==> src/sv/pffl_pkg.sv <==
// ----------------------------------------------------------------------------
// pffl_pkg: shared definitions of the page frame allocator
// Field widths, command and register codes, status codes and the state types
// used by the front end, the queue and the back end.
// ----------------------------------------------------------------------------
`default_nettype none

package pffl_pkg;

  // Default values of the top-level parameters.
  localparam int unsigned MAX_PAGES_DEF  = 1024;
  localparam int unsigned PAGE_BYTES_DEF = 4096;
  localparam int unsigned DESC_BYTES_DEF = 8;
  localparam int unsigned ADDR_BITS_DEF  = 32;

  // Fixed widths of the port fields.
  localparam int unsigned CMD_W        = 2;
  localparam int unsigned FIELD_ADDR_W = 32;
  localparam int unsigned STATUS_W     = 3;
  localparam int unsigned COUNT_W      = 11;
  localparam int unsigned CFG_DATA_W   = 32;
  localparam int unsigned CFG_IDX_W    = 1;

  // Depth of the command queue between front and back end.
  localparam int unsigned Q_DEPTH = 2;

  // Command codes on in_cmd.
  localparam logic [CMD_W-1:0] CMD_ALLOC = 2'd0;
  localparam logic [CMD_W-1:0] CMD_FREE  = 2'd1;
  localparam logic [CMD_W-1:0] CMD_INIT  = 2'd2;

  // Configuration register indexes.
  localparam logic [CFG_IDX_W-1:0] REG_BASE  = 1'b0;
  localparam logic [CFG_IDX_W-1:0] REG_PAGES = 1'b1;

  // Result status codes.
  typedef enum logic [STATUS_W-1:0] {
    ST_ALLOC    = 3'd0,
    ST_FREED    = 3'd1,
    ST_NOPAGE   = 3'd2,
    ST_NULL     = 3'd3,
    ST_RANGE    = 3'd4,
    ST_MISALIGN = 3'd5,
    ST_DOUBLE   = 3'd6,
    ST_INIT     = 3'd7
  } status_t;

  // Operations handed from the front end to the back end.
  typedef enum logic [1:0] {
    OP_ALLOC = 2'd0,
    OP_FREE  = 2'd1,
    OP_INIT  = 2'd2,
    OP_REPLY = 2'd3
  } op_t;

  // Classified command as it travels through the queue.
  typedef struct packed {
    op_t     op;
    status_t status;
  } q_cmd_t;

  localparam int unsigned Q_CMD_W = $bits(q_cmd_t);

  // Front end sequencer states.
  typedef enum logic [1:0] {
    F_IDLE  = 2'd0,
    F_CLASS = 2'd1,
    F_DIV   = 2'd2
  } front_state_t;

  // Back end sequencer states.
  typedef enum logic [1:0] {
    B_IDLE  = 2'd0,
    B_EXEC  = 2'd1,
    B_INIT  = 2'd2,
    B_REPLY = 2'd3
  } back_state_t;

endpackage

`default_nettype wire

==> src/sv/pffl_queue.sv <==
// ----------------------------------------------------------------------------
// pffl_queue: short command queue
// A small first-in first-out buffer that parts the front end from the back end.
// ----------------------------------------------------------------------------
`default_nettype none

module pffl_queue
  import pffl_pkg::*;
#(
  parameter int unsigned WIDTH = Q_CMD_W,
  parameter int unsigned DEPTH = Q_DEPTH
) (
  input  wire logic             clk,
  input  wire logic             rst_n,
  input  wire logic             push,
  input  wire logic [WIDTH-1:0] push_data,
  input  wire logic             pop,
  output logic      [WIDTH-1:0] pop_data,
  output logic                  empty,
  output logic                  full
);

  localparam int unsigned PW = (DEPTH > 1) ? $clog2(DEPTH) : 1;
  localparam int unsigned CW = $clog2(DEPTH + 1);

  logic [WIDTH-1:0] mem_r [DEPTH];
  logic [PW-1:0]    wr_ptr_r, wr_ptr_nxt;
  logic [PW-1:0]    rd_ptr_r, rd_ptr_nxt;
  logic [CW-1:0]    count_r, count_nxt;
  logic             do_push, do_pop;

  assign empty   = (count_r == '0);
  assign full    = (count_r == CW'(DEPTH));
  assign do_push = push && !full;
  assign do_pop  = pop && !empty;

  // Pointer and fill count update.
  always_comb begin
    wr_ptr_nxt = wr_ptr_r;
    rd_ptr_nxt = rd_ptr_r;
    count_nxt  = count_r;
    if (do_push) begin
      wr_ptr_nxt = (wr_ptr_r == PW'(DEPTH - 1)) ? '0 : wr_ptr_r + PW'(1);
    end
    if (do_pop) begin
      rd_ptr_nxt = (rd_ptr_r == PW'(DEPTH - 1)) ? '0 : rd_ptr_r + PW'(1);
    end
    case ({do_push, do_pop})
      2'b10:   count_nxt = count_r + CW'(1);
      2'b01:   count_nxt = count_r - CW'(1);
      default: count_nxt = count_r;
    endcase
  end

  always_ff @(posedge clk) begin
    if (!rst_n) begin
      wr_ptr_r <= '0;
      rd_ptr_r <= '0;
      count_r  <= '0;
    end else begin
      wr_ptr_r <= wr_ptr_nxt;
      rd_ptr_r <= rd_ptr_nxt;
      count_r  <= count_nxt;
    end
  end

  // Entry storage.
  always_ff @(posedge clk) begin
    if (do_push) begin
      mem_r[wr_ptr_r] <= push_data;
    end
  end

  assign pop_data = mem_r[rd_ptr_r];

endmodule

`default_nettype wire

==> config.mk <==
export PLATFORM = sky130hd
export DESIGN_NAME = pffl_queue
export DESIGN_NICKNAME = d
export VERILOG_FILES = /design/src/sv/pffl_pkg.sv /design/src/sv/pffl_queue.sv
export SDC_FILE = /design/constraint.sdc
export NUM_CORES = 1
export LEC_CHECK = 0
export BUFFER_PORTS_ARGS = -buffer_cell sky130_fd_sc_hd__clkbuf_2
export CORE_AREA = 2 2 39 41
export CTS_CLUSTER_SIZE = 20
export DETAILED_ROUTE_END_ITERATION = 6
export DIE_AREA = 0 0 41 43
export PLACE_DENSITY = 0.71
export SLEW_MARGIN = 20
export SYNTH_ARGS = -nofsm -noshare
export SYNTH_HDL_FRONTEND = slang
export SYNTH_SLANG_ARGS = --single-unit
export TNS_END_PERCENT = 1
==> constraint.sdc <==
create_clock -name clk -period 2.7 [get_ports clk]
set_clock_uncertainty 0.05 [all_clocks]
set_input_delay 0.675 -clock clk [delete_from_list [all_inputs] [get_ports clk]]
set_output_delay 0.675 -clock clk [all_outputs]
set_load 0.1 [all_outputs]
After elaboration in Yosys (flattened, before gate mapping)
Memories as Yosys holds them, arrays and structs flattened. A register that Yosys moved wholly into a read port is not among the register bits.
Cells that the tools add are included.
{"block": "word_totals", "regBits": 4, "out_inout_bits": 7, "in_bits": 9, "word_cells": 24, "n_memories": 1, "ram_bits": 10}
{"block": "classes", "addsub": 4, "n_reduce_logical": 6, "n_eq_ne": 3, "n_mux": 7}
{"name": "mem_r", "words": 2, "width": 5, "read_ports": 1, "rd_clocked_by_memory_dff": 1, "write_ports": 1, "line_no": "pffl_queue.sv:26", "text": "logic [WIDTH-1:0] mem_r [DEPTH];"}
{"op": "$mux 1", "count": 6}
{"op": "$eq 2x2->1 const B", "count": 2}
{"op": "$pmux 2 s2", "count": 1}
{"op": "$add 1x1->1 const B", "count": 2}
{"op": "$add 2x1->2 const B", "count": 1}
{"op": "$eq 2x1->1 const B", "count": 1}
{"op": "$logic_and 1x1->1", "count": 2}
{"op": "$logic_not 1->1", "count": 2}
{"op": "$logic_not 2->1", "count": 1}
{"op": "$reduce_bool 2->1", "count": 1}
{"op": "$sub 2x1->2 const B", "count": 1}

Depth between registers and ports, before layout
Gate-level depths: netlist of run 1.
{"block": "logic_depth", "depth_word": 5, "ltp_mapped": 6, "mapped_depth_nobuf": 6}

Least setup slack after synthesis of run 1
OpenSTA, ideal clock, no wires.
{"block": "synth_path", "path_type": "register -> output", "start": "reg count_r[1]", "end": "out empty", "arrival_ns": 1.596, "path_slack_ns": 0.379, "required_time_ns": 1.975, "stages_incl_launch_ff": 2, "n_path_buf": 0, "cell_sequence": "dfxtp_1 > nor2_1"}
{"block": "synth_via", "elab_chain_len": 1}
{"item": "from (decl)", "line_no": "pffl_queue.sv:29", "text": "logic [CW-1:0] count_r, count_nxt;"}
{"item": "from (signal assigned)", "line_no": "pffl_queue.sv:63", "text": "count_r <= count_nxt;"}
{"item": "$logic_not 2->1", "line_no": "pffl_queue.sv:32", "text": "assign empty = (count_r == '0);"}
{"item": "to (decl)", "line_no": "pffl_queue.sv:19", "text": "output logic empty,"}
No other way between the ends.

==> summary.md, run 1 <==
| Metric | Value |
|---|---|
| Run status | finished clean |
| F_max | 459.7 MHz |
| RSZ-0062 raised after global routing | false |
| CTS Buf Count | 3 |
| Register Area | 400.4 sq um |
| Worst min path class | flop to flop |
| CTS Hold Bufs | 0 |
| Yosys reg bits | 15 |
| Top delay family on crit path | flip-flops |
| Antenna-violating nets left | 0 |
| Antenna violations before repair | 0 |
| Seq/Total Area, Yosys | 67.51% |
| Final wirelength | 901 um |
| I/O Buffers | 15 |
| Via total after detailed routing | 360 |
| Die Width | 41 um |
| Worst-Margin Slew | 0.5416 ns |
| Mapped Area | 593.1 sq um |
| CTS Sinks | 15 |
| Fin Setup TNS | 0 ns |
| DRT iter0 DRCs | 1 |
| All-Layer GR Usage | 12.54% |
| Max cap viols | 0 |
| Post-route minimum period | 2.175 ns |
| First-pass iteration count of the detailed router | 3 |
| I/O Pins | 16 |
| Most frequent cells in the layout | clkbuf_2 (15), edfxtp_1 (10), mux2_2 (5), dfxtp_1 (5) |
| Vias in the first global route | 349 |
| Ys Warns | 0 |
| Crit-path max FO | 5 |
| Largest stage delay on the critical path | 0.45 ns |
| Die Ht | 43 um |
| CP endpoint kind | primary output |
| Worst-Skew Late Latency | 0.27 ns |
| Row cnt | 14 |
| Initial Util | 42.86% |
| Die area | 1763 sq um |
| Worst setup SP type | flop |
| Netlist cell types | 17 |
| Antenna cells | 0 |
| Post_cts resized | 0 |
| Layout Nets | 71 |
| Clock buffer depth | 2 |
| Slowest cell on crit path | dfxtp_1 |
| DR WL/cell | 11.86 um |
| Remaining DRCs | 0 |
| Global-route wire length before repair | 1386 um |
| Syn Nets | 51 |
| Filler Cell Count | 130 |
| Pin count of the biggest net entering global routing | 9 |
| Max-slew violation count | 0 |
| WP data arrival | 1.45 ns |
| Share of cells above drive strength 1 | 41.67% |
| CTS tree | built |
| Final WS setup | 0.5245 ns |
| CP Cell Sequence | mux2_2 -> clkbuf_2 |
| Slew headroom | 64.05% |
| Most common cell after layout, fill and taps aside | clkbuf_2 |
| Crit path buffers/inverters | 1 |
| Clk slew on worst S/H paths | 0.08 ns |
| Multi-input gate area | 181.4 sq um |
| Mapped Cells | 41 |
| Setup slack at placement | 0.8175 ns |
| WS Path Type | flop to primary output |
| CTS root buffer | clkbuf_4 |
| Hold Vio Cnt, Final | 0 |
| RD Place Congestion | 0.6340 |
| Vias/cell | 4.737 |
| # Post-CTS Setup Buffers | 0 |
| Area delta synth->final | 20.46% |
| Tcrit/Tclk final | 80.57% |
| Core area | 1384 sq um |
| CP required | 1.98 ns |
| Final setup fails | 0 |
| GRT Residual Overflow | 0 |
| # H-tree levels | 1 |
| Syn_area_per_cell | 14.47 sq um |
[cell families (layout without fill, tap and decap cells)]
logic type / count (synthesis) / in the layout / synth area share, %
AOI/OAI and AO/OA: 5 / 5 / 5.485
xor gates and xnor gates: 3 / 3 / 4.431
adders and majority gates: 1 / 1 / 2.109
buffers and inverters: 3 / 22 / 1.899
DFF: 15 / 15 / 67.51
muxes: 5 / 5 / 9.493
and+or+nand+nor: 9 / 9 / 9.071
[registers in the layout, indices dropped and copies added, names as in the netlist, named ones only]
register and cells:
mem_r 10, rd_ptr_r 1, count_r 2, wr_ptr_r 1
[layer usage]
metal | up-vias | part of all wire, % | GRT usage (%)
li1 | 185 | - | -
met5 | - | 0 | 0
met4 | 0 | 0 | 8.000
met1 | 165 | 37 | 14.93
met2 | 10 | 57 | 19.06
met3 | 0 | 5.2 | 3.141
[final timing paths]
| check | startpoint | endpoint | slack [ns] | cells after the start |
|---|---|---|---|---|
| setup / recovery | flop | pop_data[0] | 0.52 | 2 |
| hold / removal | wr_ptr_r$_SDFFE_PN0P_ | wr_ptr_r$_SDFFE_PN0P_ | 0.43 | 2 |
| setup reg to reg | count_r[0]$_SDFFE_PN0P_ | count_r[1]$_SDFFE_PN0P_ | 1.10 | 5 |
| hold reg to reg | wr_ptr_r$_SDFFE_PN0P_ | wr_ptr_r$_SDFFE_PN0P_ | 0.43 | 2 |
[stage by stage]
stage	util (%)	area, sq um	std cells	hold slack, ns
2_1_floorplan	-	593.1	41	0.4070
6_report	51.63	714.4	76	0.4347
4_1_cts	51.63	714.4	76	0.4389
3_3_place_gp	49.73	688.2	72	0.4213
5_1_grt	51.63	714.4	76	0.4771
3_5_place_dp	49.73	688.2	72	0.4267
[area by class of cell]
class                      instances  share of cell area (%)
inverter                           3                   1.576
timing repair buffer              15                   10.51
clock buffer                       4                   3.678
tap                               16                   2.802
multi-input combinational         23                   25.39
sequential                        15                   56.04
[worst register-to-register path, delay by kind of cell (launching register included)]
| family | cells | cell delay (ns) |
|---|---|---|
| fa+ha+maj | 1 | 0.32 |
| flops | 1 | 0.42 |
| compound gates | 1 | 0.15 |
| simple gates | 3 | 0.60 |
[cell usage after synthesis, drive strengths merged]
library cell  count  area [sq um]
inv               3         11.26
mux2              5         56.30
a21boi            2         15.01
nand2b            1         8.760
nor2              1         3.750
ha                1         12.51
o21a              1         7.510
o21ai             2         10.01
xnor2             3         26.28
edfxtp           10         300.3
or3               2         12.51
and3              1         6.260
nor2b             2         12.51
and2              1         6.260
dfxtp             5         100.1
nand2             1         3.750
Power of run 1 is not shown: default switching activity piles up to over one toggle a cycle in this logic, so the estimate is an artifact.
==> run 2: changes to the inputs <==
Clock period 2.7 ns to 2.16 ns, I/O delays scaled along.
==> summary.md, run 2 (synthesized netlist as in run 1, its figures left out) <==
| Metric | Value |
|---|---|
| RSZ-0062 raised after global routing | false |
| Hold Vio Cnt, Final | 0 (unchanged) |
| Largest regs | mem_r x10, count_r x2 |
| Biggest register | mem_r |
| R2r startpoint | count_r[0]$_SDFFE_PN0P_ |
| DRT iter0 DRCs | 3 (+2) |
| Crit path buffers/inverters | 1 (unchanged) |
| Worst Hold Launch | push_data[4] |
| Clk slew on worst S/H paths | 0.08 ns (about the same) |
| Global-route wire length before repair | 1276 um (-7.9%) |
| CTS Hold Bufs | 0 (unchanged) |
| Slowest cell on crit path | dfxtp_1 |
| Worst R2R End | count_r[1]$_SDFFE_PN0P_ |
| Final setup fails | 0 (unchanged) |
| Share of cells above drive strength 1 | 43.33% (+1.7 points) |
| Worst-Margin Slew | 0.5417 ns (+0.00009871 ns) |
| CP endpoint kind | primary output |
| Max reg flops | 10 (unchanged) |
| Worst hold stages | 1 (-1) |
| WP data arrival | 1.44 ns (about the same) |
| Row cnt | 14 (unchanged) |
| Core area | 1384 sq um (unchanged) |
| DR WL/cell | 11.14 um (-6.0%) |
| Via total after detailed routing | 359 (-0.28%) |
| Hold slack | 0.3951 ns (-0.03962 ns) |
| # H-tree levels | 1 (unchanged) |
| Most frequent cells in the layout | clkbuf_2 (15), edfxtp_1 (10), mux2_2 (5), dfxtp_1 (5) |
| CTS Buf Count | 3 (unchanged) |
| I/O Pins | 16 (unchanged) |
| Vias in the first global route | 318 (-8.9%) |
| Worst setup SP type | flop |
| Die Width | 41 um (unchanged) |
| Slew headroom | 64.04% (about the same) |
| CTS Sinks | 15 (unchanged) |
| Top delay family on crit path | flip-flops |
| F_max | 492.4 MHz |
| Die area | 1763 sq um (unchanged) |
| Worst min path class | input pin to flop |
| GRT Residual Overflow | 0 (unchanged) |
| WS Path Type | flop to primary output |
| Remaining DRCs | 0 (unchanged) |
| Final wirelength | 847 um (-6.0%) |
| Layout Nets | 71 (unchanged) |
| Hold EP | mem_r[1][4]$_DFFE_PP_ |
| Fin Setup TNS | 0 ns (unchanged) |
| Reg2Reg Depth | 5 (unchanged) |
| CP Cell Sequence | mux2_2 -> clkbuf_2 |
| Max cap viols | 0 (unchanged) |
| CTS root buffer | clkbuf_4 |
| Antenna violations before repair | 0 (unchanged) |
| I/O Buffers | 15 (unchanged) |
| CTS tree | built |
| Tcrit/Tclk final | 94.02% |
| RD Place Congestion | 0.6826 (+7.7%) |
| Antenna cells | 0 (unchanged) |
| Antenna-violating nets left | 0 (unchanged) |
| Reg2reg setup slack | 0.55 ns (-0.55 ns) |
| Vias/cell | 4.724 (-0.28%) |
| Run status | finished clean |
| CP Depth | 2 (unchanged) |
| First-pass iteration count of the detailed router | 2 (-1) |
| Clock buffer depth | 2 (unchanged) |
| All-Layer GR Usage | 11.96% (-0.58 points) |
| Max-slew violation count | 0 (unchanged) |
| Worst-Skew Late Latency | 0.28 ns (about the same) |
| Crit-path max FO | 5 (unchanged) |
| Die Ht | 43 um (unchanged) |
| CP required | 1.57 ns (-0.41 ns) |
| Area delta synth->final | 20.89% |
| Initial Util | 42.86% (unchanged) |
| # Post-CTS Setup Buffers | 0 (unchanged) |
| Largest stage delay on the critical path | 0.44 ns (about the same) |
| Post_cts resized | 0 (unchanged) |
| Post-route minimum period | 2.031 ns |
| Pin count of the biggest net entering global routing | 9 (unchanged) |
| Most common cell after layout, fill and taps aside | clkbuf_2 |
## run 2: cell counts in the layout (fill, tap and decap cells not counted)
Identical to the previous run, type by type.
## run 2: layout make-up
type,instances,area (sq um)
fill,138,666.9
sequential,15,400.4
multi-input combinational,23,183.9
timing repair buffer,15,75.07
clock buffer,4,26.28
tap,16,20.02
inverter,3,11.26
## run 2: per-stage QoR
step                cells  cell area, sq um  util (%)  setup WS (ns)
floorplan              41             595.6         -         0.4297
global placement       72             690.7     49.91         0.4266
detailed placement     72             690.7     49.91         0.4297
CTS                    76             716.9     51.81         0.1139
global route           76             716.9     51.81        0.05415
finish                 76             716.9     51.81         0.1292
## run 2: how the worst max path moves through the flow
stage / start / endpoint / slack (ns)
after floorplan: count_r[1]$_SDFFE_PN0P_ / empty / 0.43
after global placement: flop / pop_data[4] / 0.43
after detailed placement: flop / pop_data[4] / 0.43
after CTS: flop / pop_data[4] / 0.11
after global routing: flop / pop_data[3] / 0.05
final: flop / pop_data[4] / 0.13
## run 2: layer usage
metal  vias up  track usage (%)  routed length (um)
met2        11            15.63                 376
li1        188                -                   -
met4         0            10.00                  28
met1       156            14.74                 391
met5         -                0                   0
met3         4            4.712                  51
Power of run 2 is left out for the same reason.
==> run 3: changes to the inputs <==
Settings changed: CTS_BUF_LIST set to sky130_fd_sc_hd__clkbuf_4 sky130_fd_sc_hd__clkbuf_8.
==> summary.md, run 3 (synthesized netlist as in run 1, its figures left out) <==
| Metric | Value |
|---|---|
| Run status | finished clean |
| CP required | 1.57 ns (about the same) |
| Tcrit/Tclk final | 93.64% (-0.38 points) |
| Pin count of the biggest net entering global routing | 9 (unchanged) |
| Share of cells above drive strength 1 | 45.00% (+1.7 points) |
| RSZ-0062 raised after global routing | false |
| F_max | 494.4 MHz (+0.40%) |
| Largest regs | mem_r x10, count_r x2 |
| All-Layer GR Usage | 11.34% (-0.62 points) |
| Most common cell after layout, fill and taps aside | clkbuf_2 |
| Post-route minimum period | 2.023 ns (-0.008184 ns) |
| Vias/cell | 4.697 (-0.56%) |
| CTS root buffer | clkbuf_4 |
| Max cap viols | 0 (unchanged) |
| CTS Buf Count | 3 (unchanged) |
| RD Place Congestion | 0.6826 (unchanged) |
| Clk slew on worst S/H paths | 0.08 ns (about the same) |
| CTS Hold Bufs | 0 (unchanged) |
| Slowest cell on crit path | dfxtp_1 |
| WS Path Type | flop to primary output |
| Die Width | 41 um (unchanged) |
| CP Cell Sequence | mux2_2 -> clkbuf_2 |
| Max-slew violation count | 0 (unchanged) |
| Filler Cell Count | 138 (unchanged) |
| Worst setup SP type | flop |
| Most frequent cells in the layout | clkbuf_2 (15), edfxtp_1 (10), mux2_2 (5), dfxtp_1 (5), clkbuf_4 (4) |
| Post_cts resized | 0 (unchanged) |
| Antenna-violating nets left | 0 (unchanged) |
| CTS Sinks | 15 (unchanged) |
| Slew headroom | 64.05% (about the same) |
| Initial Util | 42.86% (unchanged) |
| Global-route wire length before repair | 1235 um (-3.2%) |
| Antenna violations before repair | 0 (unchanged) |
| # Post-CTS Setup Buffers | 0 (unchanged) |
| I/O Pins | 16 (unchanged) |
| Hold slack | 0.4021 ns (+0.006958 ns) |
| I/O Buffers | 15 (unchanged) |
| GRT Residual Overflow | 0 (unchanged) |
| Worst-Skew Late Latency | 0.27 ns (about the same) |
| CP endpoint kind | primary output |
| Core area | 1384 sq um (unchanged) |
| Biggest register | mem_r |
| Vias in the first global route | 316 (-0.63%) |
| Clock buffer depth | 2 (unchanged) |
| Hold Vio Cnt, Final | 0 (unchanged) |
| Setup slack at placement | 0.4297 ns (unchanged) |
| Antenna cells | 0 (unchanged) |
| WP data arrival | 1.43 ns (about the same) |
| Worst min path class | input pin to flop |
| DRT iter0 DRCs | 3 (unchanged) |
| First-pass iteration count of the detailed router | 2 (unchanged) |
| Final setup fails | 0 (unchanged) |
| Die Ht | 43 um (unchanged) |
| Crit path buffers/inverters | 1 (unchanged) |
| Layout Nets | 71 (unchanged) |
| Via total after detailed routing | 357 (-0.56%) |
| # H-tree levels | 1 (unchanged) |
| CTS tree | built |
| Top delay family on crit path | flip-flops |
| Final wirelength | 814 um (-3.9%) |
| Final core occ | 52.08% (+0.27 points) |
| Final WS setup | 0.1374 ns (+0.008184 ns) |
| Row cnt | 14 (unchanged) |
| Fin Setup TNS | 0 ns (unchanged) |
| Die area | 1763 sq um (unchanged) |
| Largest stage delay on the critical path | 0.44 ns (about the same) |
| Worst-Margin Slew | 0.5416 ns (-0.00009769 ns) |
| Area delta synth->final | 21.52% |
| Crit-path max FO | 5 (unchanged) |
| Remaining DRCs | 0 (unchanged) |
| DR WL/cell | 10.71 um (-3.9%) |
| Max reg flops | 10 (unchanged) |
[run 3: cell counts in the layout (fill, tap and decap cells not counted)]
No cell type changed its count.
[run 3: cell type report]
cell class                      instances  area (sq um)  share of cell area [%]
Inverter                                3         11.26                   1.563
Timing Repair Buffer                   15         75.07                   10.42
Multi-Input combinational cell         23         183.9                   25.52
Tap cell                               16         20.02                   2.778
Clock buffer                            4         30.03                   4.167
Sequential cell                        15         400.4                   55.56
[run 3: path summary, 6_finish.rpt]
kind,startpoint,endpoint,cells after the start,slack (ns)
max,flop,pop_data[4],2,0.14
min reg2reg,wr_ptr_r$_SDFFE_PN0P_,wr_ptr_r$_SDFFE_PN0P_,2,0.44
min,push_data[4],mem_r[1][4]$_DFFE_PP_,1,0.40
max reg2reg,count_r[0]$_SDFFE_PN0P_,count_r[1]$_SDFFE_PN0P_,5,0.55
[run 3: metrics by stage]
step	instances	area, sq um
4_1_cts	76	720.7
3_3_place_gp	72	690.7
3_5_place_dp	72	690.7
2_1_floorplan	41	595.6
6_report	76	720.7
5_1_grt	76	720.7
[run 3: per-layer routing]
layer / GRT usage [%] / wire (um)
met1: 14.74 / 389
met2: 14.69 / 376
met3: 4.712 / 48
met4: 8.000 / 0
met5: 0 / 0
[run 3: worst register-to-register path, cell delays in order (launching register included)]
cell and delay, ns:
dfxtp_1 0.44, nand2b_2 0.18, nand2_1 0.06, ha_1 0.32, or3_1 0.35, a21boi_1 0.14
Power of run 3 is left out for the same reason.
