==> config.mk <==
export PLATFORM = sky130hd
export DESIGN_NAME = pffl_front
export DESIGN_NICKNAME = d
export VERILOG_FILES = /design/src/sv/pffl_pkg.sv /design/src/sv/pffl_front.sv
export SDC_FILE = /design/constraint.sdc
export NUM_CORES = 1
export LEC_CHECK = 0
export ABC_CLOCK_PERIOD_IN_PS = 4600
export BUFFER_PORTS_ARGS = -buffer_cell sky130_fd_sc_hd__buf_2
export CAP_MARGIN = 5
export CORE_AREA = 2 2 91 93
export CTS_CLUSTER_DIAMETER = 120
export DETAILED_ROUTE_END_ITERATION = 16
export DIE_AREA = 0 0 93 95
export GPL_ROUTABILITY_DRIVEN = 0
export HOLD_SLACK_MARGIN = 0.1
export PLACE_DENSITY = 0.81
export SYNTH_ARGS = -nofsm -noshare
export SYNTH_HDL_FRONTEND = slang
export SYNTH_SLANG_ARGS = --single-unit
export TNS_END_PERCENT = 50
==> constraint.sdc <==
create_clock -name clk -period 4.6 [get_ports clk]
set_input_delay 0.23 -clock clk [delete_from_list [all_inputs] [get_ports clk]]
set_output_delay 0.23 -clock clk [all_outputs]
set_load 0.1 [all_outputs]
==> src/sv/pffl_pkg.sv <==
// ----------------------------------------------------------------------------
// pffl_pkg: shared definitions of the page frame allocator
// Field widths, command and register codes, status codes and the state types
// used by the front end, the queue and the back end.
// ----------------------------------------------------------------------------
`default_nettype none

package pffl_pkg;

  // Default values of the top-level parameters.
  localparam int unsigned MAX_PAGES_DEF  = 1024;
  localparam int unsigned PAGE_BYTES_DEF = 4096;
  localparam int unsigned DESC_BYTES_DEF = 8;
  localparam int unsigned ADDR_BITS_DEF  = 32;

  // Fixed widths of the port fields.
  localparam int unsigned CMD_W        = 2;
  localparam int unsigned FIELD_ADDR_W = 32;
  localparam int unsigned STATUS_W     = 3;
  localparam int unsigned COUNT_W      = 11;
  localparam int unsigned CFG_DATA_W   = 32;
  localparam int unsigned CFG_IDX_W    = 1;

  // Depth of the command queue between front and back end.
  localparam int unsigned Q_DEPTH = 2;

  // Command codes on in_cmd.
  localparam logic [CMD_W-1:0] CMD_ALLOC = 2'd0;
  localparam logic [CMD_W-1:0] CMD_FREE  = 2'd1;
  localparam logic [CMD_W-1:0] CMD_INIT  = 2'd2;

  // Configuration register indexes.
  localparam logic [CFG_IDX_W-1:0] REG_BASE  = 1'b0;
  localparam logic [CFG_IDX_W-1:0] REG_PAGES = 1'b1;

  // Result status codes.
  typedef enum logic [STATUS_W-1:0] {
    ST_ALLOC    = 3'd0,
    ST_FREED    = 3'd1,
    ST_NOPAGE   = 3'd2,
    ST_NULL     = 3'd3,
    ST_RANGE    = 3'd4,
    ST_MISALIGN = 3'd5,
    ST_DOUBLE   = 3'd6,
    ST_INIT     = 3'd7
  } status_t;

  // Operations handed from the front end to the back end.
  typedef enum logic [1:0] {
    OP_ALLOC = 2'd0,
    OP_FREE  = 2'd1,
    OP_INIT  = 2'd2,
    OP_REPLY = 2'd3
  } op_t;

  // Classified command as it travels through the queue.
  typedef struct packed {
    op_t     op;
    status_t status;
  } q_cmd_t;

  localparam int unsigned Q_CMD_W = $bits(q_cmd_t);

  // Front end sequencer states.
  typedef enum logic [1:0] {
    F_IDLE  = 2'd0,
    F_CLASS = 2'd1,
    F_DIV   = 2'd2
  } front_state_t;

  // Back end sequencer states.
  typedef enum logic [1:0] {
    B_IDLE  = 2'd0,
    B_EXEC  = 2'd1,
    B_INIT  = 2'd2,
    B_REPLY = 2'd3
  } back_state_t;

endpackage

`default_nettype wire

==> src/sv/pffl_front.sv <==
// ----------------------------------------------------------------------------
// pffl_front: command front end of the page frame allocator
// Latches an accepted command, checks a free address (null, range, alignment)
// and works out its page index, then pushes the classified command.
// ----------------------------------------------------------------------------
`default_nettype none

module pffl_front
  import pffl_pkg::*;
#(
  parameter int unsigned ADDR_BITS  = ADDR_BITS_DEF,
  parameter int unsigned PAGE_BYTES = PAGE_BYTES_DEF,
  parameter int unsigned MAX_PAGES  = MAX_PAGES_DEF,
  localparam int unsigned PG_W  = $clog2(MAX_PAGES + 1),
  localparam int unsigned IDX_W = (MAX_PAGES > 1) ? $clog2(MAX_PAGES) : 1,
  localparam int unsigned PB_W  = $clog2(PAGE_BYTES + 1),
  localparam int unsigned LIM_W = PG_W + PB_W
) (
  input  wire logic                    clk,
  input  wire logic                    rst_n,
  input  wire logic                    accept,
  input  wire logic [CMD_W-1:0]        cmd,
  input  wire logic [FIELD_ADDR_W-1:0] address,
  input  wire logic [ADDR_BITS-1:0]    act_base,
  input  wire logic [LIM_W-1:0]        act_limit,
  input  wire logic                    q_full,
  output logic                         busy,
  output logic                         push,
  output q_cmd_t                       push_cmd,
  output logic [IDX_W-1:0]             push_idx
);

  localparam int unsigned DW       = (ADDR_BITS > LIM_W) ? ADDR_BITS : LIM_W;
  localparam int unsigned SW       = 2;
  localparam int unsigned PB_SHIFT = $clog2(PAGE_BYTES);
  localparam bit          PB_POW2  = ((PAGE_BYTES & (PAGE_BYTES - 1)) == 0);

  // Reciprocal of the page size: the offset is cut to its top A_W bits and
  // multiplied by floor(2^(FL+A_W) / PAGE_BYTES).
  localparam int unsigned FL    = $clog2(PAGE_BYTES + 1) - 1;
  localparam int unsigned A_W   = PG_W + 1;
  localparam int unsigned RCP_W = A_W + 1;
  localparam int unsigned PR_W  = A_W + RCP_W;
  localparam logic [RCP_W-1:0] RCP_C =
    RCP_W'((64'd1 << (FL + A_W)) / 64'(PAGE_BYTES));

  // Steps of the page index calculation.
  localparam logic [SW-1:0] DIV_EST = 2'd0;
  localparam logic [SW-1:0] DIV_REM = 2'd1;
  localparam logic [SW-1:0] DIV_FIX = 2'd2;

  front_state_t            state_r, state_nxt;
  logic [CMD_W-1:0]        cmd_r;
  logic [ADDR_BITS-1:0]    addr_r;
  logic [DW-1:0]           rem_r, rem_nxt;
  logic [IDX_W-1:0]        quo_r, quo_nxt;
  logic [SW-1:0]           step_r, step_nxt;

  logic [ADDR_BITS+FIELD_ADDR_W-1:0] addr_ext;
  logic [ADDR_BITS-1:0]    addr_in;
  logic [ADDR_BITS-1:0]    off;
  logic                    is_null, is_below, is_over, pow2_mis;
  logic [IDX_W-1:0]        pow2_idx;
  logic [A_W-1:0]          div_hi;
  logic [PR_W-1:0]         div_prod;
  logic [IDX_W-1:0]        quo_est;
  logic [LIM_W-1:0]        quo_bytes;

  // The address field is taken modulo the internal address width.
  assign addr_ext = {{ADDR_BITS{1'b0}}, address};
  assign addr_in  = addr_ext[ADDR_BITS-1:0];

  // Checks on the latched free address.
  assign off      = addr_r - act_base;
  assign is_null  = (addr_r == '0);
  assign is_below = (addr_r < act_base);
  assign is_over  = (DW'(off) >= DW'(act_limit));
  assign pow2_idx = IDX_W'(off >> PB_SHIFT);
  assign pow2_mis = ((off & ADDR_BITS'(PAGE_BYTES - 1)) != '0);

  // Page index estimate, low by at most two, and the bytes it covers.
  assign div_hi    = A_W'(rem_r >> FL);
  assign div_prod  = PR_W'(div_hi) * PR_W'(RCP_C);
  assign quo_est   = IDX_W'(div_prod >> A_W);
  assign quo_bytes = LIM_W'(quo_r) * LIM_W'(PAGE_BYTES);

  // Sequencer: classify, divide where needed, push.
  always_comb begin
    state_nxt       = state_r;
    rem_nxt         = rem_r;
    quo_nxt         = quo_r;
    step_nxt        = step_r;
    push            = 1'b0;
    push_cmd.op     = OP_REPLY;
    push_cmd.status = ST_NOPAGE;
    push_idx        = '0;
    case (state_r)
      F_IDLE: begin
        if (accept) begin
          state_nxt = F_CLASS;
        end
      end
      F_CLASS: begin
        if (!q_full) begin
          state_nxt = F_IDLE;
          case (cmd_r)
            CMD_ALLOC: begin
              push        = 1'b1;
              push_cmd.op = OP_ALLOC;
            end
            CMD_INIT: begin
              push        = 1'b1;
              push_cmd.op = OP_INIT;
            end
            CMD_FREE: begin
              if (is_null) begin
                push            = 1'b1;
                push_cmd.status = ST_NULL;
              end else if (is_below || is_over) begin
                push            = 1'b1;
                push_cmd.status = ST_RANGE;
              end else if (PB_POW2) begin
                push = 1'b1;
                if (pow2_mis) begin
                  push_cmd.status = ST_MISALIGN;
                end else begin
                  push_cmd.op = OP_FREE;
                  push_idx    = pow2_idx;
                end
              end else begin
                state_nxt = F_DIV;
                rem_nxt   = DW'(off);
                step_nxt  = DIV_EST;
              end
            end
            default: begin
              push = 1'b1;
            end
          endcase
        end
      end
      F_DIV: begin
        case (step_r)
          DIV_EST: begin
            quo_nxt  = quo_est;
            step_nxt = DIV_REM;
          end
          DIV_REM: begin
            rem_nxt  = rem_r - DW'(quo_bytes);
            step_nxt = DIV_FIX;
          end
          default: begin
            // Put the estimate right one page at a time, then push.
            if (rem_r >= DW'(PAGE_BYTES)) begin
              rem_nxt = rem_r - DW'(PAGE_BYTES);
              quo_nxt = quo_r + IDX_W'(1);
            end else if (!q_full) begin
              push      = 1'b1;
              state_nxt = F_IDLE;
              if (rem_r != '0) begin
                push_cmd.status = ST_MISALIGN;
              end else begin
                push_cmd.op = OP_FREE;
                push_idx    = quo_r;
              end
            end
          end
        endcase
      end
      default: begin
        state_nxt = F_IDLE;
      end
    endcase
  end

  // State register.
  always_ff @(posedge clk) begin
    if (!rst_n) begin
      state_r <= F_IDLE;
    end else begin
      state_r <= state_nxt;
    end
  end

  // Command latch and divider registers.
  always_ff @(posedge clk) begin
    if (accept) begin
      cmd_r  <= cmd;
      addr_r <= addr_in;
    end
    rem_r  <= rem_nxt;
    quo_r  <= quo_nxt;
    step_r <= step_nxt;
  end

  assign busy = (state_r != F_IDLE);

endmodule

`default_nettype wire

Yosys cells after proc, flatten, opt, wreduce, memory -nomap -nowiden
Cells that the tools add are included.
Operators by class
  order comparisons: 3
  multiplexer cells: 39
  equal/unequal tests: 8
  reduce and logical (&&, ||, !) cells: 16
  bitwise gates (word level): 2
  add/subtract/negate cells: 4
Operators with widths (count)
  10-bit two-way mux: 10
  32-bit case mux with 2 select lines: 1
  32-bit nonzero test: 2
  10-bit case mux with 2 select lines: 2
  32-bit by 13-bit greater-or-equal comparator with 1-bit output, second input constant: 1
  32-bit by 24-bit greater-or-equal comparator with 1-bit output: 1
  32-bit zero test: 1
  32-bit less-than comparator: 1
  32-bit two-way mux: 1
  32-bit by 13-bit subtractor with 32-bit output, second input constant: 1
  32-bit by 22-bit subtractor with 32-bit output: 1
  32-bit subtractor: 1
  5-bit two-way mux: 4
  2-bit two-way mux: 8
  3-bit two-way mux: 5
  2-bit case mux with 3 select lines: 2
  10-bit by 1-bit adder with 10-bit output, second input constant: 1
  5-bit case mux with 2 select lines: 1
  3-bit AND reduction: 3
  2-bit nonzero test: 4
  2-bit by 1-bit == test with 1-bit output, second input constant: 3
  2-bit zero test: 3
  2-bit inequality test, second input constant: 3
  2-bit == test, second input constant: 2
  7 further kinds: 10
Word-level totals
  register bits: 80
  output and inout bits: 17
  logic and storage cells: 78

Longest topological paths before layout
Gate-level depths: netlist of run 1.
  word-level depth: 8
  gate-level depth with buffers: 20
  depth with buffers taken out: 20

Worst setup path after synthesis of run 1
No wires, ideal clock.
  path kind: reg2out
  from: reg addr_r[0]
  to: out push_cmd[2] (netlist bit)
  path buffers: 0
  arrival: 4.689 ns
  cell stages (with the launch flop): 19
  path slack: -0.319 ns
  cell sequence: edfxtp_1 > inv_1 > ha_1 > inv_1 > fa_1 > a21o_1 > a221oi_2 > or4_1 > a31oi_1 > nor2b_1 > o21ai_0 > xor2_1 > ha_1 > nand4_1 > o21ai_0 > a21oi_1 > o2111ai_1 > nor2_1 > a21oi_1
RTL lines
  start: declaration: RTL line pffl_front.sv:54  | logic [ADDR_BITS-1:0] addr_r;
  start signal: assignment: RTL line pffl_front.sv:189  | addr_r <= addr_in;
  end: declaration: RTL line pffl_front.sv:29  | output q_cmd_t push_cmd,

Worst setup path in the final report of run 1
  from: reg addr_r[0]
  to: out push_idx[5]
Between the ends
  longest elaborated chain between the ends: 8
  elaborated cells on any way between the ends: 12
Ends and longest elaborated chain
  32-bit subtractor: RTL line pffl_front.sv:74  | assign off = addr_r - act_base;
  32-bit by 24-bit greater-or-equal comparator with 1-bit output or 32-bit nonzero test (tied branches): RTL line pffl_front.sv:77, pffl_front.sv:79
  1-bit logical OR or 10-bit two-way mux (tied branches): RTL line pffl_front.sv:119, pffl_front.sv:124
  10-bit two-way mux: RTL line pffl_front.sv:119  | end else if (is_below || is_over) begin
  10-bit two-way mux (*): RTL line pffl_front.sv:116  | if (is_null) begin
  10-bit two-way mux (*): RTL line pffl_front.sv:106  | case (cmd_r)
  10-bit two-way mux (*): RTL line pffl_front.sv:104  | if (!q_full) begin
  10-bit case mux with 2 select lines (*): RTL line pffl_front.sv:97  | case (state_r)
  end: declaration: RTL line pffl_front.sv:30  | output logic [IDX_W-1:0] push_idx
Mark *: on every way between the ends. The rest lies on a longest branch, timed or not.

==> results of run 1 <==
==> per-layer routing <==
metal  wire length, µm  global-route usage, %  up-vias
met1              4370                   30.3     1795
met2              5030                   39.9      171
met5                 0                      0        -
met4               238                   8.82        0
met3               708                   2.95       22
li1                  -                      -     1882
==> kinds of logic after synthesis <==
group                    Yosys count  share of synthesized area [%]
AO/OA/AOI/OAI                    116                           19.6
XOR/XNOR                          26                           5.94
buffers and inverters             73                           7.77
AND/OR/NAND/NOR                  142                           19.9
flip-flops                        35                           27.2
multiplexers                       3                          0.816
adder cells (fa/ha/maj)           57                           18.8
==> layout make-up <==
type                       instances  area (µm²)
sequential                        35        1040
fill                             670        2900
clock buffer                       5        68.8
clock inverter                     3        15.0
tap                              105         131
inverter                          61         229
timing repair buffer             126         872
multi-input combinational        344        2670
==> worst max-delay path, stage by stage (launching register included) <==
cell and delay [ps]:
edfxtp_1 390, inv_1 70, ha_2 170, inv_2 40, fa_2 330, a21o_1 200, a221oi_4 310, buf_4 190
o21ai_1 70, a21oi_1 180, xnor2_1 130, ha_2 190, a21o_1 170, a221o_1 330, a21oi_2 120, o211ai_1 100
a21oi_1 150, o2111ai_1 120, buf_4 190, nor4_4 200, buf_4 180, and2_4 160, buf_12 170
==> per-stage QoR <==
| step | area, µm² | TNS (ps) | instances | util (%) | setup WS, ps |
|---|---|---|---|---|---|
| 5_1_grt | 5030 | -3650 | 679 | 63.4 | -304 |
| 2_1_floorplan | 3840 | -751 | 452 | - | -127 |
| 6_report | 5030 | -522 | 679 | 63.4 | -63.2 |
| 4_1_cts | 4870 | -770 | 676 | 61.4 | -76.4 |
| 3_5_place_dp | 4680 | -106 | 661 | 59.0 | -32.2 |
| 3_3_place_gp | 4680 | 0 | 661 | 59.0 | 129 |
==> report_power, final <==
part	switching (mW)	internal, mW	total [mW]
sequential	0.0166	0.379	0.396
combinational	0.355	0.280	0.635
clock	0.103	0.103	0.206
total	0.474	0.762	1.24
==> Yosys cell counts, drive strengths merged, types with 12 or more instances <==
| library cell | count | share of area, % |
|---|---|---|
| a21oi | 41 | 5.5 |
| a21o | 12 | 2.4 |
| nor4 | 13 | 2.7 |
| ha | 56 | 18 |
| o21ai | 22 | 2.9 |
| nand2 | 34 | 3.3 |
| xnor2 | 15 | 3.4 |
| inv | 61 | 6.0 |
| edfxtp | 34 | 27 |
| nor2 | 25 | 2.4 |
==> placed cells by master (no fill, tap or decap), drive strengths merged, types with 2 or more instances in the layout <==
cell type,count
nor4,13
mux2i,2
a21oi,41
o31a,2
nor2,25
clkinv,3
and2,11
o21ai,22
nand2,34
o21bai,4
a221o,3
or3,3
buf,126
nor3,7
nor3b,3
inv,61
o211a,2
ha,56
xor2,11
nand3,11
o211ai,4
a21o,12
nor2b,7
clkbuf,5
and3,4
o21a,2
nand2b,5
or4,4
a31oi,3
xnor2,15
a221oi,4
a211oi,5
nand4,11
edfxtp,34
==> state kept, by name (all words and copies together), names as in the netlist <==
register and cells:
addr_r 32, cmd_r 2, state_r 1
==> final timing paths <==
| check | end | slack [ps] | startpoint |
|---|---|---|---|
| worst max register to register | state_r[0]$_SDFFE_PN0P_ | 3890 | state_r[0]$_SDFFE_PN0P_ |
| worst min-delay path | addr_r[8]$_DFFE_PP_ | 120 | address[8] |
| worst max-delay path | push_idx[5] | -60 | addr_r[0]$_DFFE_PP_ |
| worst min register to register | state_r[0]$_SDFFE_PN0P_ | 570 | state_r[0]$_SDFFE_PN0P_ |
==> repair_timing <==
action,in CTS,in global routing
setup endpoints to repair,14,14
setup buffers,7,3
pin swaps,13,9
gates resized for setup,22,32
gates cloned,0,0
==> results.sh, run 1 <==
export IMPL_p_per_area_nw_per_um2=246
export IMPL_whs_ps=119
export IMPL_globalRouteOverflowTotal=0
export IMPL_cap_viol_max_count=0
export IMPL_ys_types=61
export IMPL_layout_drive_gt1_share_pct=31.7
export IMPL_via_per_inst=5.70
export IMPL_peakVddDrop_uv=241
export IMPL_yosysWarnings=0
export IMPL_antenna_found_initial=0
export IMPL_drc_errors=0
export IMPL_port_buffers=110
export IMPL_finalPower_mw=1.24
export IMPL_criticalPathCategory="flop to output pin"
export IMPL_htree_num_levels=2
export IMPL_startpoint_type="flop"
export IMPL_ys_ff_latch=35
export IMPL_hold_viol_final=0
export IMPL_hold_buffers=0
export IMPL_min_period_over_period_pct=101
export IMPL_vias=3870
export IMPL_ys_flop_type="edfxtp_1"
export IMPL_ff2ff_path_depth=2
export IMPL_cts_path_max_buffers=2
export IMPL_period_needed_ps=4660
export IMPL_status="complete, but fails checks"
export IMPL_dp_hpwl_um=8370
export IMPL_grt_pass1_wl_um=16500
export IMPL_slew_viol_final=0
export IMPL_synth_area_per_cell_um2=8.48
export IMPL_end_kind="output pin"
export IMPL_setup_ws_ps=-63.2
export IMPL_firstDrtPassIters=5
export IMPL_root_buffer="clkbuf_8"
export IMPL_numCtsBuffers=5
export IMPL_drtIter0Drc=323
export IMPL_io_pins=111
export IMPL_arrival_ps=4430
export IMPL_core_area_um2=7930
export IMPL_ys_seq_area_share_pct=27.2
export IMPL_start_util_pct=48.3
export IMPL_detail_route_wl_per_cell_um=15.2
export IMPL_layout_nets=724
export IMPL_hold_class="input port to flop"
export IMPL_core_rowCount=33
export IMPL_grt_max_degree=36
export IMPL_ant_nets=0
export IMPL_rsz0062_at_grt="true"
export IMPL_finalSetupViolations=12
export IMPL_area_delta_synth_final_pct=31.2
export IMPL_clk_pin_slew_ps=70
export IMPL_slew_headroom_pct=48.8
export IMPL_clock_latency_ps=280
export IMPL_required_ps=4370
export IMPL_p_leak_nw=2.41
export IMPL_synthArstFlopShare_pct=0
export IMPL_grt_pass1_vias=3693
export IMPL_finClkSkew_ps=0
export IMPL_clkSinkCount=35
export IMPL_grt_use_total_pct=23.3
export IMPL_num_antenna_cells=0
export IMPL_failed_checks="setup timing"
export IMPL_die_w_um=93
export IMPL_synth_edff_count=34
export IMPL_die_h_um=95
export IMPL_die_area_um2=8840
export IMPL_cts_tree="yes"
export IMPL_path_max_fanout=6
export IMPL_max_freq_ghz=0.214
export IMPL_max_slew_worst_pin_slew_ps=765
export IMPL_syn_instance_count=452
export IMPL_hold_depth=1
export IMPL_synth_area_um2=3830
export IMPL_synth_fp_nets=603
export IMPL_drt_wl_total_um=10300
(Power assumes the default switching activity.)
==> run 2, diff against run 1 <==
- REMOVE_ABC_BUFFERS: unset -> 1
==> run 2 against run 1 <==
  * The flow still finishes with violations (setup timing)
  * Cell count increased by 1.6%
  * Combinational power increased by 0.9%
  * Sequential share of layout area decreased by 0.067 points
  * Count of clock-buffer cells in the layout unchanged
  * Power increased by 0.54%
  * Final area increased by 0.32%
  * Critical path type unchanged
  * Largest cell class unchanged
  * Largest power group unchanged
==> results.sh, run 2 (synthesis results as in run 1) <==
export IMPL_clk_pin_slew_ps=70
export IMPL_criticalPathCategory="flop to output pin"
export IMPL_min_period_over_period_pct=105
export IMPL_grt_max_degree=36
export IMPL_die_w_um=93
export IMPL_finalSetupViolations=13
export IMPL_layout_common_cells="buf_2 (96), inv_1 (60), ha_1 (52)"
export IMPL_hold_buffers=0
export IMPL_startpoint_type="flop"
export IMPL_drtIter0Drc=450
export IMPL_failed_checks="setup timing"
export IMPL_regArea_um2=1040
export IMPL_slew_headroom_pct=49.9
export IMPL_period_needed_ps=4840
export IMPL_io_pins=111
export IMPL_max_freq_ghz=0.207
export IMPL_core_area_um2=7930
export IMPL_cts_tree="yes"
export IMPL_die_area_um2=8840
export IMPL_required_ps=4370
export IMPL_multi_input_area_um2=2620
export IMPL_met2_usage_pct=40.6
export IMPL_hold_class="input port to flop"
export IMPL_setup_ws_ps=-238
export IMPL_max_slew_worst_pin_slew_ps=748
export IMPL_area_delta_synth_final_pct=31.7
export IMPL_port_buffers=110
export IMPL_clkSinkCount=35
export IMPL_peakVddDrop_uv=225
export IMPL_die_h_um=95
export IMPL_detail_route_wl_per_cell_um=15.0
export IMPL_dp_hpwl_um=8530
export IMPL_p_per_area_nw_per_um2=246
export IMPL_finalPower_mw=1.24
export IMPL_grt_pass1_vias=3729
export IMPL_arrival_ps=4610
export IMPL_layout_nets=735
export IMPL_numCtsBuffers=5
export IMPL_fin_area_um2=5050
export IMPL_globalRouteOverflowTotal=0
export IMPL_firstDrtPassIters=6
export IMPL_cap_viol_max_count=0
export IMPL_hold_viol_final=0
export IMPL_end_kind="output pin"
export IMPL_clock_latency_ps=280
export IMPL_fillCellCount=677
export IMPL_grtUsageMet1_pct=30.1
export IMPL_start_util_pct=48.3
export IMPL_finClkSkew_ps=0
export IMPL_drc_errors=0
export IMPL_num_antenna_cells=0
export IMPL_postPlaceCellArea_um2=4760
export IMPL_ant_nets=0
export IMPL_tns_ps=-2130
export IMPL_slew_viol_final=0
export IMPL_antenna_found_initial=0
export IMPL_grt_met3_usage_pct=2.95
export IMPL_root_buffer="clkbuf_8"
export IMPL_cts_path_max_buffers=2
export IMPL_top_register="addr_r"
export IMPL_whs_ps=118
export IMPL_largest_reg_flops=32
export IMPL_htree_num_levels=2
export IMPL_layout_commonest_cell="buf_2"
export IMPL_rsz0062_at_grt="true"
export IMPL_largestRegisters="addr_r (32), cmd_r (2), state_r (1)"
export IMPL_vias=3961
export IMPL_path_max_fanout=6
export IMPL_layout_drive_gt1_share_pct=31.6
export IMPL_status="complete, but fails checks"
export IMPL_grt_pass1_wl_um=16700
export IMPL_p_leak_nw=2.44
export IMPL_grt_use_total_pct=23.4
export IMPL_top_usage_layer="met2"
export IMPL_via_per_inst=5.74
export IMPL_core_rowCount=33
export IMPL_drt_wl_total_um=10300
export IMPL_postLayoutCoreUtil_pct=63.7
## run 2: layer usage
| metal | wire length, µm | vias to the layer above |
|---|---|---|
| li1 | - | 1914 |
| met1 | 4170 | 1803 |
| met2 | 5070 | 218 |
| met3 | 911 | 26 |
| met4 | 187 | 0 |
| met5 | 0 | - |
## run 2: critical path, cell delays in order, from the launching register on
cell       delay (ps)
edfxtp_1          390
inv_1              70
ha_2              170
inv_2              40
fa_2              340
a21o_1            210
a221oi_2          320
o21bai_1          140
a21oi_1           210
xnor2_1           170
ha_1              270
and2_4            160
a221o_1           310
a21oi_2           140
o211ai_1          120
a21oi_2           160
o2111ai_2         150
buf_4             190
nor4_4            370
and2_4            230
buf_12            170
## run 2: power by group
group          internal [mW]  switching [mW]  leakage, nW
registers              0.379          0.0164        0.341
clock network          0.103           0.103       0.0477
logic                  0.286           0.355         2.05
## run 2: through the flow
step / setup WS (ps) / instances
3_3_place_gp: 170 / 673
2_1_floorplan: -317 / 440
6_report: -238 / 690
3_5_place_dp: 17.5 / 673
5_1_grt: -512 / 690
4_1_cts: -127 / 688
## run 2: final cells by class
class / count / share of cell area, %
repair buffers: 137 / 18.7
flip-flops and latches: 35 / 20.6
well taps: 105 / 2.60
clock buffers: 5 / 1.36
inverters: 61 / 4.54
multi-input cells: 344 / 51.8
clock inverters: 3 / 0.298
## run 2: path summary, 6_finish.rpt
path | slack [ps] | cells after the start | to | start
worst max-delay path | -240 | 20 | push_idx[8] | addr_r[0]$_DFFE_PP_
worst min-delay path | 120 | 1 | addr_r[21]$_DFFE_PP_ | address[21]
worst max register to register | 3850 | 2 | state_r[0]$_SDFFE_PN0P_ | state_r[0]$_SDFFE_PN0P_
worst min register to register | 590 | 2 | state_r[0]$_SDFFE_PN0P_ | state_r[0]$_SDFFE_PN0P_
## run 2: timing repair
item | in CTS | in global routing
pin swaps | 21 | 11
endpoints found under the setup margin | 14 | 14
buffers inserted | 7 | 2
gates resized for setup | 28 | 14
==> run 3, diff against run 2 <==
- ABC_CLOCK_PERIOD_IN_PS: 4600 -> 6100
- clock period: 4.6 -> 6.1 ns (I/O delays scaled with it)
==> run 3 against run 2 <==
  * The flow now finishes without violations
  * Die area unchanged
  * Power down 30%
  * Sequential share of layout area is 2.4 points higher
  * Largest power group unchanged
  * Worst setup slack gained 800 ps
  * Largest cell class unchanged
  * Clock power shrank 26%
  * Critical path depth increased by 1
==> results.sh, run 3 (synthesis results as in run 1) <==
export IMPL_slew_viol_final=0
export IMPL_grt_max_degree=36
export IMPL_cpMostUsedCell="a21o_1"
export IMPL_ant_nets=0
export IMPL_finalSetupViolations=0
export IMPL_period_needed_ps=5540
export IMPL_cts_path_max_buffers=2
export IMPL_vias=3695
export IMPL_cap_viol_max_count=0
export IMPL_dp_hpwl_um=8060
export IMPL_die_area_um2=8840
export IMPL_largest_reg_flops=32
export IMPL_clk_pin_slew_ps=70
export IMPL_layout_common_cells="buf_2 (110), inv_1 (61), ha_1 (56)"
export IMPL_start_util_pct=48.3
export IMPL_finClkSkew_ps=0
export IMPL_drt_wl_total_um=9530
export IMPL_layout_drive_gt1_share_pct=22.0
export IMPL_p_leak_nw=2.24
export IMPL_drc_errors=0
export IMPL_worstPathCellList="inv_1, ha_1, inv_1, fa_1, a21o_1, a221oi_2, or4_1, a31oi_1, nor2b_1, o21ai_0, xor2_1, ha_1, a21o_1, a21o_1, a21oi_1, o21ai_0, a21oi_1, o2111ai_1, nor4_2, and2_1, buf_2"
export IMPL_layout_nets=708
export IMPL_drtIter0Drc=309
export IMPL_min_period_over_period_pct=90.8
export IMPL_postCtsResizedCells=0
export IMPL_rsz0062_at_grt="false"
export IMPL_die_h_um=95
export IMPL_io_pins=111
export IMPL_die_w_um=93
export IMPL_hold_viol_final=0
export IMPL_whs_ps=194
export IMPL_status="complete, no violations"
export IMPL_dp_cells=655
export IMPL_area_delta_synth_final_pct=18.1
export IMPL_stdcell_count=663
export IMPL_num_antenna_cells=0
export IMPL_finalPower_mw=0.868
export IMPL_end_kind="output pin"
export IMPL_grt_use_total_pct=21.5
export IMPL_path_buf_inv=3
export IMPL_tns_ps=0
export IMPL_hold_class="input port to flop"
export IMPL_p_per_area_nw_per_um2=192
export IMPL_top_register="addr_r"
export IMPL_core_rowCount=33
export IMPL_port_buffers=110
export IMPL_arrival_ps=5230
export IMPL_grt_pass1_wl_um=15500
export IMPL_clkSinkCount=35
export IMPL_numCtsBuffers=5
export IMPL_via_per_inst=5.57
export IMPL_max_stage_delay_ps=510
export IMPL_antenna_found_initial=0
export IMPL_post_cts_setup_buffer_count=0
export IMPL_grt_pass1_vias=3480
export IMPL_clock_latency_ps=280
export IMPL_core_area_um2=7930
export IMPL_max_slew_worst_pin_slew_ps=741
export IMPL_postLayoutCoreUtil_pct=57.1
export IMPL_crit_family="compound AO/OA/AOI/OAI gates"
export IMPL_hold_buffers=0
export IMPL_cts_tree="yes"
export IMPL_crit_path_top_delay_cell="nor4_2"
export IMPL_criticalPathCategory="flop to output pin"
export IMPL_detail_route_wl_per_cell_um=14.4
export IMPL_startpoint_type="flop"
export IMPL_layout_commonest_cell="buf_2"
export IMPL_firstDrtPassIters=5
export IMPL_peakVddDrop_uv=158
export IMPL_largestRegisters="addr_r (32), cmd_r (2), state_r (1)"
export IMPL_slew_headroom_pct=50.6
export IMPL_required_ps=5790
export IMPL_htree_num_levels=2
export IMPL_globalRouteOverflowTotal=0
export IMPL_path_max_fanout=5
export IMPL_max_freq_ghz=0.181
export IMPL_root_buffer="clkbuf_8"
## run 3: cell types whose count changed in the layout (fill, tap and decap cells not counted), sizes merged
cell	change
buf	-27
clkbuf	+1
clkinv	-1
## run 3: metal layers
metal	vias to the layer above	share of wire, %	track usage [%]	wire length, µm
li1	1847	-	-	-
met1	1661	44	28.7	4160
met2	165	46	36.1	4420
met3	22	8.2	3.51	779
met4	0	1.8	6.13	167
met5	-	0	0	0
## run 3: report_power, final
part	internal [mW]	switching (mW)
clock network	0.0777	0.0752
registers	0.286	0.0122
logic	0.176	0.241
total	0.539	0.329
## run 3: layout make-up
class,count,area [µm²]
sequential,35,1040
clock inverter,2,7.51
inverter,61,229
multi-input combinational,344,2490
clock buffer,6,72.6
tap,105,131
timing repair buffer,110,551
fill,742,3400
## run 3: worst paths after layout
path                                start                      end  slack (ps)  cells after the start
setup / recovery      addr_r[0]$_DFFE_PP_              push_idx[7]         560                     21
hold / removal                address[17]     addr_r[17]$_DFFE_PP_         190                      1
setup reg to reg  state_r[0]$_SDFFE_PN0P_  state_r[0]$_SDFFE_PN0P_        5380                      2
hold reg to reg   state_r[0]$_SDFFE_PN0P_  state_r[0]$_SDFFE_PN0P_         570                      2
## run 3: stage by stage
step / cell area (µm²) / setup slack, ps
3_3_place_gp: 4450 / 1040
5_1_grt: 4530 / 139
3_5_place_dp: 4450 / 851
6_report: 4530 / 560
2_1_floorplan: 3760 / 1110
4_1_cts: 4530 / 552
## run 3: worst register-to-register path, stage by stage, from the launching register on
cell,delay [ps]
dfxtp_1,360
mux2i_1,190
nor2b_1,60
